===== src/design/aoc_pkg.sv =====
`timescale 1ns / 1ps
// ----------------------------------------------------------------------------
// aoc_pkg: shared types and helpers for the source-over pixel compositor
// Pixel payload structs, the full-alpha constant, divider stage enables and
// exact divide-by-255 helpers built from shifts and adds.
// ----------------------------------------------------------------------------
package aoc_pkg;

  localparam logic [7:0] FullAlpha = 8'd255;

  // Input transfer payload: base pixel, overlay pixel and coverage flag
  typedef struct packed {
    logic [7:0] base_alpha;
    logic [7:0] base_red;
    logic [7:0] base_green;
    logic [7:0] base_blue;
    logic [7:0] over_alpha;
    logic [7:0] over_red;
    logic [7:0] over_green;
    logic [7:0] over_blue;
    logic       overlay_covers;
  } in_pixel_t;

  // Output transfer payload: composited pixel
  typedef struct packed {
    logic [7:0] out_alpha;
    logic [7:0] out_red;
    logic [7:0] out_green;
    logic [7:0] out_blue;
  } out_pixel_t;

  // Load enables of the three divider stages
  typedef struct packed {
    logic s1;
    logic s2;
    logic s3;
  } div_en_t;

  // Exact floor(x / 255) for a 16-bit x whose quotient fits in 8 bits
  function automatic logic [7:0] div255_16(input logic [15:0] x);
    logic [16:0] sum;
    sum = 17'(x) + 17'(x[15:8]) + 17'd1;
    return sum[15:8];
  endfunction

  // Exact floor(x / 255) for a 24-bit x whose quotient fits in 16 bits:
  // x * 0x01010102 >> 32, the reciprocal rounded up
  function automatic logic [15:0] div255_24(input logic [23:0] x);
    logic [49:0] prod;
    prod = {2'b0, x, 24'b0} + {10'b0, x, 16'b0} + {18'b0, x, 8'b0}
         + {25'b0, x, 1'b0};
    return prod[47:32];
  endfunction

endpackage


===== src/design/alpha_over_composite_pixel_core.sv =====
`timescale 1ns / 1ps
// ----------------------------------------------------------------------------
// alpha_over_composite_pixel_core: source-over pixel compositor
// Blends a non-premultiplied overlay ARGB pixel over a base pixel with
// truncating integer math; uncovered or transparent overlays pass the base,
// opaque overlays replace it.
//
//   channel  direction  handshake                 payload
//   in       input      in_valid_i / in_ready_o   aoc_pkg::in_pixel_t
//   out      output     out_valid_o / out_ready_i aoc_pkg::out_pixel_t
//
// One pixel per clock while out_ready_i is high; six register stages (products,
// alpha and scaling, numerator, three divider stages).
// The per-channel divide by the output alpha sets the stage count.
// Reset clears only the stage valid bits.
// A stall holds each full stage; empty stages keep filling behind it.
// ----------------------------------------------------------------------------
module alpha_over_composite_pixel_core (
  input  logic                clk_i,
  input  logic                rst_ni,
  input  logic                in_valid_i,
  output logic                in_ready_o,
  input  aoc_pkg::in_pixel_t  in_pixel_i,
  output logic                out_valid_o,
  input  logic                out_ready_i,
  output aoc_pkg::out_pixel_t out_pixel_o
);

  localparam int unsigned NumStages = 6;
  localparam int unsigned NumChan = 3;

  logic [NumStages-1:0] vld_d, vld_q;
  logic [NumStages-1:0] adv;

  // Advance a stage when it is empty or its successor advances
  always_comb begin
    adv[NumStages-1] = !vld_q[NumStages-1] || out_ready_i;
    for (int k = NumStages - 2; k >= 0; k--) begin
      adv[k] = !vld_q[k] || adv[k+1];
    end
  end

  always_comb begin
    vld_d = vld_q;
    if (adv[0]) begin
      vld_d[0] = in_valid_i;
    end
    for (int k = 1; k < NumStages; k++) begin
      if (adv[k]) begin
        vld_d[k] = vld_q[k-1];
      end
    end
  end

  always_ff @(posedge clk_i or negedge rst_ni) begin
    if (!rst_ni) begin
      vld_q <= '0;
    end else begin
      vld_q <= vld_d;
    end
  end

  assign in_ready_o  = adv[0];
  assign out_valid_o = vld_q[NumStages-1];

  // Stage 1: bypass select and the 8x8 products
  logic [7:0]  ch_base [NumChan];
  logic [7:0]  ch_over [NumChan];
  logic [7:0]  inv_d;
  logic        pass_d;
  logic        opaque_d;

  logic [7:0]          s1_ao_q;
  logic [7:0]          s1_inv_q;
  logic [15:0]         s1_abx_q;
  logic [15:0]         s1_cbab_q [NumChan];
  logic [15:0]         s1_coao_q [NumChan];
  aoc_pkg::out_pixel_t s1_byp_q;
  logic                s1_blend_q;

  assign ch_base[0] = in_pixel_i.base_red;
  assign ch_base[1] = in_pixel_i.base_green;
  assign ch_base[2] = in_pixel_i.base_blue;
  assign ch_over[0] = in_pixel_i.over_red;
  assign ch_over[1] = in_pixel_i.over_green;
  assign ch_over[2] = in_pixel_i.over_blue;

  assign inv_d    = aoc_pkg::FullAlpha - in_pixel_i.over_alpha;
  assign pass_d   = !in_pixel_i.overlay_covers || (in_pixel_i.over_alpha == 8'd0);
  assign opaque_d = in_pixel_i.over_alpha == aoc_pkg::FullAlpha;

  always_ff @(posedge clk_i) begin
    if (adv[0]) begin
      s1_ao_q    <= in_pixel_i.over_alpha;
      s1_inv_q   <= inv_d;
      s1_abx_q   <= 16'(in_pixel_i.base_alpha) * 16'(inv_d);
      s1_blend_q <= !pass_d && !opaque_d;
      if (pass_d) begin
        s1_byp_q <= {in_pixel_i.base_alpha, in_pixel_i.base_red,
                     in_pixel_i.base_green, in_pixel_i.base_blue};
      end else begin
        s1_byp_q <= {in_pixel_i.over_alpha, in_pixel_i.over_red,
                     in_pixel_i.over_green, in_pixel_i.over_blue};
      end
      for (int c = 0; c < NumChan; c++) begin
        s1_cbab_q[c] <= 16'(ch_base[c]) * 16'(in_pixel_i.base_alpha);
        s1_coao_q[c] <= 16'(ch_over[c]) * 16'(in_pixel_i.over_alpha);
      end
    end
  end

  // Stage 2: output alpha and base term scaled by the overlay's complement
  logic [7:0]          s2_oa_q;
  logic [23:0]         s2_t_q    [NumChan];
  logic [15:0]         s2_coao_q [NumChan];
  aoc_pkg::out_pixel_t s2_byp_q;
  logic                s2_blend_q;

  always_ff @(posedge clk_i) begin
    if (adv[1]) begin
      s2_oa_q    <= s1_ao_q + aoc_pkg::div255_16(s1_abx_q);
      s2_byp_q   <= s1_byp_q;
      s2_blend_q <= s1_blend_q;
      for (int c = 0; c < NumChan; c++) begin
        s2_t_q[c]    <= 24'(s1_cbab_q[c]) * 24'(s1_inv_q);
        s2_coao_q[c] <= s1_coao_q[c];
      end
    end
  end

  // Stage 3: blend numerator per channel
  logic [7:0]          s3_oa_q;
  logic [16:0]         s3_num_q [NumChan];
  aoc_pkg::out_pixel_t s3_byp_q;
  logic                s3_blend_q;

  always_ff @(posedge clk_i) begin
    if (adv[2]) begin
      s3_oa_q    <= s2_oa_q;
      s3_byp_q   <= s2_byp_q;
      s3_blend_q <= s2_blend_q;
      for (int c = 0; c < NumChan; c++) begin
        s3_num_q[c] <= 17'(s2_coao_q[c]) + 17'(aoc_pkg::div255_24(s2_t_q[c]));
      end
    end
  end

  // Stages 4 to 6: divide each numerator by the output alpha
  aoc_pkg::div_en_t div_en;
  logic [7:0]       quo [NumChan];

  assign div_en = '{s1: adv[3], s2: adv[4], s3: adv[5]};

  for (genvar c = 0; c < NumChan; c++) begin : g_chan
    aoc_div u_div (
      .clk_i (clk_i),
      .en_i  (div_en),
      .num_i (s3_num_q[c]),
      .den_i (s3_oa_q),
      .quo_o (quo[c])
    );
  end

  // Carry alpha and bypass pixel alongside the divider stages
  logic [7:0]          s4_oa_q, s5_oa_q, s6_oa_q;
  aoc_pkg::out_pixel_t s4_byp_q, s5_byp_q, s6_byp_q;
  logic                s4_blend_q, s5_blend_q, s6_blend_q;

  always_ff @(posedge clk_i) begin
    if (adv[3]) begin
      s4_oa_q    <= s3_oa_q;
      s4_byp_q   <= s3_byp_q;
      s4_blend_q <= s3_blend_q;
    end
    if (adv[4]) begin
      s5_oa_q    <= s4_oa_q;
      s5_byp_q   <= s4_byp_q;
      s5_blend_q <= s4_blend_q;
    end
    if (adv[5]) begin
      s6_oa_q    <= s5_oa_q;
      s6_byp_q   <= s5_byp_q;
      s6_blend_q <= s5_blend_q;
    end
  end

  // Select blended or bypass pixel
  always_comb begin
    if (s6_blend_q) begin
      out_pixel_o = {s6_oa_q, quo[0], quo[1], quo[2]};
    end else begin
      out_pixel_o = s6_byp_q;
    end
  end

endmodule


===== src/design/aoc_div.sv =====
`timescale 1ns / 1ps
// ----------------------------------------------------------------------------
// aoc_div: three-stage restoring divider with saturation
// Divides a 17-bit numerator by an 8-bit nonzero alpha and clamps the
// quotient at 255. Quotient bits resolve three per stage at most.
// ----------------------------------------------------------------------------
module aoc_div (
  input  logic             clk_i,
  input  aoc_pkg::div_en_t en_i,
  input  logic [16:0]      num_i,
  input  logic [7:0]       den_i,
  output logic [7:0]       quo_o
);

  logic [16:0] rem_a_d, rem_a_q;
  logic [1:0]  quo_a_d, quo_a_q;
  logic        sat_a_d, sat_a_q;
  logic [7:0]  den_a_q;
  logic [16:0] rem_b_d, rem_b_q;
  logic [4:0]  quo_b_d, quo_b_q;
  logic        sat_b_q;
  logic [7:0]  den_b_q;
  logic [7:0]  quo_d, quo_q;

  // Stage one: overflow check, quotient bits 7 and 6
  always_comb begin
    logic [16:0] r;
    logic [16:0] dv;
    sat_a_d = num_i >= {1'b0, den_i, 8'b0};
    r = num_i;
    for (int i = 0; i < 2; i++) begin
      dv = {9'd0, den_i} << (7 - i);
      quo_a_d[1 - i] = (r >= dv);
      if (r >= dv) begin
        r = r - dv;
      end
    end
    rem_a_d = r;
  end

  always_ff @(posedge clk_i) begin
    if (en_i.s1) begin
      rem_a_q <= rem_a_d;
      quo_a_q <= quo_a_d;
      sat_a_q <= sat_a_d;
      den_a_q <= den_i;
    end
  end

  // Stage two: quotient bits 5 to 3
  always_comb begin
    logic [16:0] r;
    logic [16:0] dv;
    logic [2:0]  qb;
    r = rem_a_q;
    for (int i = 0; i < 3; i++) begin
      dv = {9'd0, den_a_q} << (5 - i);
      qb[2 - i] = (r >= dv);
      if (r >= dv) begin
        r = r - dv;
      end
    end
    rem_b_d = r;
    quo_b_d = {quo_a_q, qb};
  end

  always_ff @(posedge clk_i) begin
    if (en_i.s2) begin
      rem_b_q <= rem_b_d;
      quo_b_q <= quo_b_d;
      sat_b_q <= sat_a_q;
      den_b_q <= den_a_q;
    end
  end

  // Stage three: quotient bits 2 to 0, then clamp
  always_comb begin
    logic [16:0] r;
    logic [16:0] dv;
    logic [2:0]  qb;
    r = rem_b_q;
    for (int i = 0; i < 3; i++) begin
      dv = {9'd0, den_b_q} << (2 - i);
      qb[2 - i] = (r >= dv);
      if (r >= dv) begin
        r = r - dv;
      end
    end
    quo_d = sat_b_q ? aoc_pkg::FullAlpha : {quo_b_q, qb};
  end

  always_ff @(posedge clk_i) begin
    if (en_i.s3) begin
      quo_q <= quo_d;
    end
  end

  assign quo_o = quo_q;

endmodule


===== config.mk =====
export PLATFORM = sky130hd
export DESIGN_NAME = alpha_over_composite_pixel_core
export DESIGN_NICKNAME = d
export VERILOG_FILES = /design/src/design/aoc_pkg.sv /design/src/design/alpha_over_composite_pixel_core.sv /design/src/design/aoc_div.sv
export SDC_FILE = /design/constraint.sdc
export NUM_CORES = 2
export LEC_CHECK = 0
export BUFFER_PORTS_ARGS = -buffer_cell sky130_fd_sc_hd__buf_2
export CAP_MARGIN = 20
export CORE_MARGIN = 4
export CORE_UTILIZATION = 35
export DETAILED_ROUTE_END_ITERATION = 8
export GPL_TIMING_DRIVEN = 0
export SYNTH_ARGS = -nofsm -noshare
export SYNTH_HDL_FRONTEND = slang
export SYNTH_SLANG_ARGS = --single-unit

===== constraint.sdc =====
create_clock -name clk_i -period 26.4 [get_ports clk_i]
set_clock_uncertainty 0.15 [all_clocks]
set_input_delay 1.32 -clock clk_i [delete_from_list [all_inputs] [get_ports clk_i]]
set_output_delay 1.32 -clock clk_i [all_outputs]
set_load 0.05 [all_outputs]

# After elaboration in Yosys (flattened, before gate mapping)

Memory sizes are Yosys's and may differ from the RTL's.
Cells that the tools add are included.
W data, S select, Z words.

Bits in writable memories: 267
Flip-flop bits (word level): 429
Word-level logic and storage cells: 192
Memories kept: 5

Memories:

| memory    | depth | bits a word | rd ports | clocked after Yosys merged registers in | wr ports | RTL line                               | source |
|---|---|---|---|---|---|---|---|
| s2_t_q    | 3     | 24          | 3        | 0                                       | 3        | alpha_over_composite_pixel_core.sv:114 | `logic [23:0] s2_t_q [NumChan];` |
| s3_num_q  | 3     | 17          | 3        | 0                                       | 3        | alpha_over_composite_pixel_core.sv:133 | `logic [16:0] s3_num_q [NumChan];` |
| s1_cbab_q | 3     | 16          | 3        | 0                                       | 3        | alpha_over_composite_pixel_core.sv:76  | `logic [15:0] s1_cbab_q [NumChan];` |
| s1_coao_q | 3     | 16          | 3        | 0                                       | 3        | alpha_over_composite_pixel_core.sv:77  | `logic [15:0] s1_coao_q [NumChan];` |
| s2_coao_q | 3     | 16          | 3        | 0                                       | 3        | alpha_over_composite_pixel_core.sv:115 | `logic [15:0] s2_coao_q [NumChan];` |

Add/sub/neg operators: 37
Multiplexer cells: 29
Order comparisons: 27
$mul: 10
Eq/ne operators: 1
Reductions and logical operators: 18

Operators by type and width:

| operator         | count |
|---|---|
| $mux W17         | 21 |
| $add A48 B25 Y48 | 3 |
| $add A48 B32 Y48 | 3 |
| $add A48 B40 Y48 | 3 |
| $mul A8 B8 Y16   | 7 |
| $mul A16 B8 Y24  | 3 |
| $mux W32         | 2 |
| $add A16 B16 Y17 | 3 |
| $ge A17 B10 Y1   | 3 |
| $ge A17 B11 Y1   | 3 |
| $ge A17 B12 Y1   | 3 |
| $ge A17 B13 Y1   | 3 |
| $ge A17 B14 Y1   | 3 |
| $ge A17 B15 Y1   | 3 |
| $ge A17 B16 Y1   | 3 |
| $ge A17 B8 Y1    | 3 |
| $ge A17 B9 Y1    | 3 |
| $sub A17 B10 Y17 | 3 |
| $sub A17 B11 Y17 | 3 |
| $sub A17 B12 Y17 | 3 |
| $sub A17 B13 Y17 | 3 |
| $sub A17 B14 Y17 | 3 |
| $sub A17 B15 Y17 | 3 |
| $sub A17 B9 Y17  | 3 |
| other kinds (10) | 29 |

# Longest topological paths before layout

Depth after elaboration: 9
Gate-level depth with buffers: 36

# By module

From an unflattened synthesis, not the netlist that was laid out.

Cells, all modules: 6968
Area, all modules: 71284.6 um^2

By module, submodules not included:

| module                          | sequential area each (um^2) | times used | cells an instance | area each (um^2) |
|---|---|---|---|---|
| alpha_over_composite_pixel_core | 16275.6                     | 1          | 4745              | 51353.0 |
| aoc_div                         | 2011.9                      | 3          | 741               | 6643.9 |

# Least setup slack after synthesis

Ideal clock, no wire load.

Path type: input port to flip-flop
Start point: in out_ready_i
End point: reg s1_abx_q[0], enable pin
Slack: 15593 ps
Data arrival time: 8772 ps
Stages on the path: 4
Cells stage by stage: nor2b_1 -> nand3_1 -> nor2_1 -> nand3_1

Cells in the longest elaborated chain, start to end: 6

Ends and longest elaborated chain:

| element                         | RTL line                              | source |
|---|---|---|
| start: declaration              | alpha_over_composite_pixel_core.sv:25 | `input logic out_ready_i,` |
| $logic_or A1 B1 Y1              | alpha_over_composite_pixel_core.sv:37 | `adv[NumStages-1] = !vld_q[NumStages-1] \|\| out_ready_i;` |
| $logic_or A1 B1 Y1 (2 in a row) | alpha_over_composite_pixel_core.sv:39 | `adv[k] = !vld_q[k] \|\| adv[k+1];` |
| named net adv[3]                | alpha_over_composite_pixel_core.sv:33 | `logic [NumStages-1:0] adv;` |
| $logic_or A1 B1 Y1 (3 in a row) | alpha_over_composite_pixel_core.sv:39 |  |
| named net in_ready_o            | alpha_over_composite_pixel_core.sv:22 | `output logic in_ready_o,` |
| end signal: assignment          | alpha_over_composite_pixel_core.sv:96 | `s1_abx_q <= 16'(in_pixel_i.base_alpha) * 16'(inv_d);` |
| end: declaration                | alpha_over_composite_pixel_core.sv:75 | `logic [15:0] s1_abx_q;` |

The timed path passes the listed nets, and every way through them passes these cells.
A chain may end at the register's enable or synchronous reset.

# Worst setup path after layout

Start point: reg g_chan[0].u_div.den_a_q[0]
End point: reg g_chan[0].u_div.rem_b_q[5] (data pin)

Cells in the longest elaborated chain, start to end: 6
Elaborated cells between the ends (all ways): 9
Those cells by class: 3 x add/sub; 3 x order compare; 3 x mux

Ends and longest elaborated chain:

| element                                                   | RTL line                     | source |
|---|---|---|
| start: declaration                                        | aoc_div.sv:18                | `logic [7:0] den_a_q;` |
| start signal: assignment                                  | aoc_div.sv:46                | `den_a_q <= den_i;` |
| $ge A17 B13 Y1 *                                          | --                           |  |
| named net g_chan[0].u_div.quo_b_d[2]                      | aoc_div.sv:20                | `logic [4:0] quo_b_d, quo_b_q;` |
| $mux W17 *                                                | aoc_div.sv:59                | `if (r >= dv) begin` |
| $sub A17 B12 Y17 / $ge A17 B12 Y1 (equally long branches) | aoc_div.sv:60, aoc_div.sv:59 |  |
| $mux W17 *                                                | aoc_div.sv:59                |  |
| $ge A17 B11 Y1 *                                          | aoc_div.sv:59                |  |
| named net g_chan[0].u_div.quo_b_d[0]                      | aoc_div.sv:20                |  |
| $mux W17 *                                                | aoc_div.sv:59                |  |
| named net g_chan[0].u_div.rem_b_d[5]                      | aoc_div.sv:19                | `logic [16:0] rem_b_d, rem_b_q;` |
| end signal: assignment                                    | aoc_div.sv:69                | `rem_b_q <= rem_b_d;` |
| end: declaration                                          | aoc_div.sv:19                |  |

The timed path passes the listed nets; every way through them passes the cells marked *.

==> results.txt <==
The clock transition at the registers of the reported paths came out at 0.06 ns. The die area came out at 0.201 mm^2. The worst-case clock buffer depth came out at 3. The number of antenna violations at the first check in global routing came out at 34. The total wire length after detailed routing is 171000 um. The sequential-to-total area share from yosys stat came out at 30.8%. The later-pin clock latency in the skew report is 0.68 ns.

Dividing the detail-routed via count by the number of cells gives 5.06. The critical path in this run is classified as register to register. The number of clock sinks is 696. The count of different cell masters after synthesis came out at 98. On the critical path, the stage with the largest delay is an instance of sky130_fd_sc_hd__edfxtp_1.

The finished layout holds 9277 standard cells, fillers aside. The number of port buffers came out at 88. The setup TNS came out at 0 ns. Routability-driven placement finished with a final weighted congestion of 0.910.

In this run the number of H-tree levels came out at 3. The count of placed standard cells including taps is 9114. The number of hold buffers added after CTS came out at 0. The detailed-routing iteration count for the pre-antenna-repair pass came out at 6. The count of boundary I/O pins is 103.

The area after detailed placement is 0.0716 mm^2. The floorplan row count came out at 161. The remaining antenna violation count is 0. The synthesized cell area came out at 0.0677 mm^2. The synthesis-to-layout area growth came out at 9.77%. The total global routing track utilization came out at 17.1%. The relative max-transition margin is 24.6%.

The global-route wire length before repair came out at 270000 um. The count of nets after finishing came out at 8211. The transition at the pin with the smallest max-transition slack is 1.13 ns.

Setup repair after global routing left no endpoint under its margin. The primary flip-flop cell chosen by synthesis mapping is sky130_fd_sc_hd__edfxtp_1. The post-cts repair resize count came out at 0. With fillers left out, the area of the finished cells amounts to 0.0743 mm^2. In this run the standard cell core region covers 0.192 mm^2. For this block, the via count after detailed routing is 46977. The upper clock frequency limit is 104 MHz.

At the end of the flow the core is filled with cells to 38.6%. The number of max-capacitance violations reported is 0. The count of final max-slew check failures is 0. The detailed router used layers up to and including met5.

Global routing finished with a remaining overflow of 0. The layout cell share with drive strength beyond 1 is 6.11%. Once the floorplan was initialized, standard cells occupied 35.2% of the core.

The worst hold path belongs to the class register to register. The sum of met3 wire segment lengths after detailed routing came out at 7040 um. TritonCTS built the clock tree. The post-detailed-placement half-perimeter wirelength is 138000 um. The total setup violations reported at the end of the flow came out at 0. After the first detailed-routing iteration, the DRC count stood at 2516.

The TritonCTS buffer count is 81. The number of setup buffers added after CTS is 0. The number of nets handed over by synthesis was 8030. After synthesis the netlist holds a flip-flop and latch count of 696. The number of instances in the synthesized netlist came out at 6491. The routed length on met1 came out at 73400 um. The floorplan die width is 448 um. The post-layout minimum cycle time is 9.63 ns.

The number of flops mapped to enable cells by yosys is 690. Clock tree synthesis selected as its root buffer the cell sky130_fd_sc_hd__clkbuf_16. STA classifies the critical path endpoint as a register.

The share of the clock period used by the worst path is 36.5%. The number of endpoints with negative hold slack in the final report is 0. The number of DRC violations after detailed routing is 0. After detailed routing, the average wire length per cell comes to 18.4 um. STA classifies the critical path startpoint as a register. The die boundary height came out at 448 um. The worst path required time came out at 26.65 ns. Of all nets on the critical path, the largest fanout is 10. The share of flip-flops with an asynchronous set or reset is 0.862%. The number of fill cells in the layout is 18661. The via count of the first global-routing pass came out at 48205. The average footprint of a synthesized cell came out at 10.4 um^2. Entering global routing, the biggest net connects 67 pins. The run finished with clean final reports. The total of warnings raised by yosys came out at 0.

The worst endpoint data arrival time is 9.88 ns. The delay of the slowest cell on the worst path came out at 0.77 ns. In the detailed route, the total length drawn on met2 is 83400 um.
## area by class of cell
| cell class | instances | area, um^2 | area share, % |
|---|---|---|---|
| multi-input cells | 4870 | 43400 | 58.4 |
| flip-flops and latches | 696 | 20900 | 28.1 |
| well taps | 2526 | 3160 | 4.25 |
| inverters | 782 | 2940 | 3.96 |
| clock buffers | 97 | 2170 | 2.92 |
| repair buffers | 98 | 703 | 0.946 |
| plain buffers | 143 | 556 | 0.747 |
| clock inverters | 52 | 503 | 0.677 |
| diodes | 13 | 32.5 | 0.0438 |
## critical path, delay by kind of cell (launching register included)
kind                     cells  cell delay [ns]
AO/OA/AOI/OAI               13             3.50
adder cells (fa/ha/maj)      4             1.38
flip-flops                   1             0.77
AND/OR/NAND/NOR              9             1.90
buffers and inverters        5             1.24
multiplexers                 1             0.41
## per-layer routing
metal  GRT usage (%)  up-vias
met1            21.7    23001
li1                -    22706
met3            2.03      289
met5               0        -
met4            6.83        4
met2            29.8      977
## cells in the final DEF, fill, tap and decap left out, drive strengths merged, types with 65 or more instances in the layout
master and count:
a21o 103, a21oi 266, and2 408, buf 115, clkbuf 223, edfxtp 690, fa 580, ha 890
inv 783, mux2 110, nand2 665, nand2b 65, nor2 280, nor2b 110, nor3 82, o21ai 248
xnor2 246, xor2 93
## synthesized netlist by cell type, drive strengths merged, types with 34 or more instances
cell type / number / share of area, %
nand2: 665 / 3.7
and3: 34 / 0.31
a21oi: 266 / 2.0
nor2b: 110 / 1.0
o21a: 64 / 0.71
mux2: 110 / 1.8
fa: 580 / 17
xor2: 93 / 1.2
nand4: 57 / 0.53
nand2b: 65 / 0.60
nor3: 82 / 0.61
o21ai: 248 / 1.8
and2: 408 / 3.8
clkbuf: 126 / 0.70
a21o: 103 / 1.1
a21boi: 53 / 0.59
edfxtp: 690 / 31
xnor2: 246 / 3.2
ha: 890 / 16
inv: 779 / 4.3
nor2: 280 / 1.6
a211oi: 34 / 0.38
nand3: 63 / 0.47
or2: 36 / 0.33
## sequential cells by signal, summed over array words and instances (netlist names), 15 cells and up
| signal | flops |
|---|---|
| s5_byp_q | 32 |
| s1_coao_q | 48 |
| s1_abx_q | 16 |
| s4_byp_q | 32 |
| g_chan.u_div.rem_b_q | 51 |
| s1_byp_q | 32 |
| s1_cbab_q | 48 |
| s2_coao_q | 48 |
| g_chan.u_div.rem_a_q | 51 |
| s3_byp_q | 32 |
| g_chan.u_div.quo_o | 24 |
| s2_t_q | 72 |
| s6_byp_q | 32 |
| s2_byp_q | 32 |
| g_chan.u_div.quo_b_q | 15 |
| s3_num_q | 51 |
## path summary, 6_finish.rpt
path	startpoint	end	slack, ns	cells after the start
worst max-delay path	g_chan[0].u_div.den_a_q[0]	g_chan[0].u_div.rem_b_q[5]	16.77	32
worst min-delay path	s2_byp_q[26]	s3_byp_q[26]	0.25	0
worst max register to register	g_chan[0].u_div.den_a_q[0]	g_chan[0].u_div.rem_b_q[5]	16.77	32
worst min register to register	s2_byp_q[26]	s3_byp_q[26]	0.25	0
max in group asynchronous	rst_ni	vld_q[4]	25.65	1
min in group asynchronous	rst_ni	vld_q[5]	0.31	1
## metrics by stage
step	worst slack, ns	hold WS (ns)
CTS	16.92	0.234
floorplan	15.59	0.250
global route	15.98	0.237
finish	16.77	0.248
global placement	10.69	0.251
detailed placement	16.99	0.255
## kinds of logic after synthesis
| logic type | count (synthesis) | share of synthesized area, % |
|---|---|---|
| DFF | 696 | 30.8 |
| xor gates and xnor gates | 339 | 4.38 |
| adders and majority gates | 1470 | 33.6 |
| buffers and inverters | 925 | 5.16 |
| and+or+nand+nor | 1917 | 14.2 |
| muxes | 139 | 2.27 |
| AOI/OAI and AO/OA | 1005 | 9.59 |
Power is not shown: default switching activity piles up to over one toggle a cycle in this logic, so the estimate is an artifact.
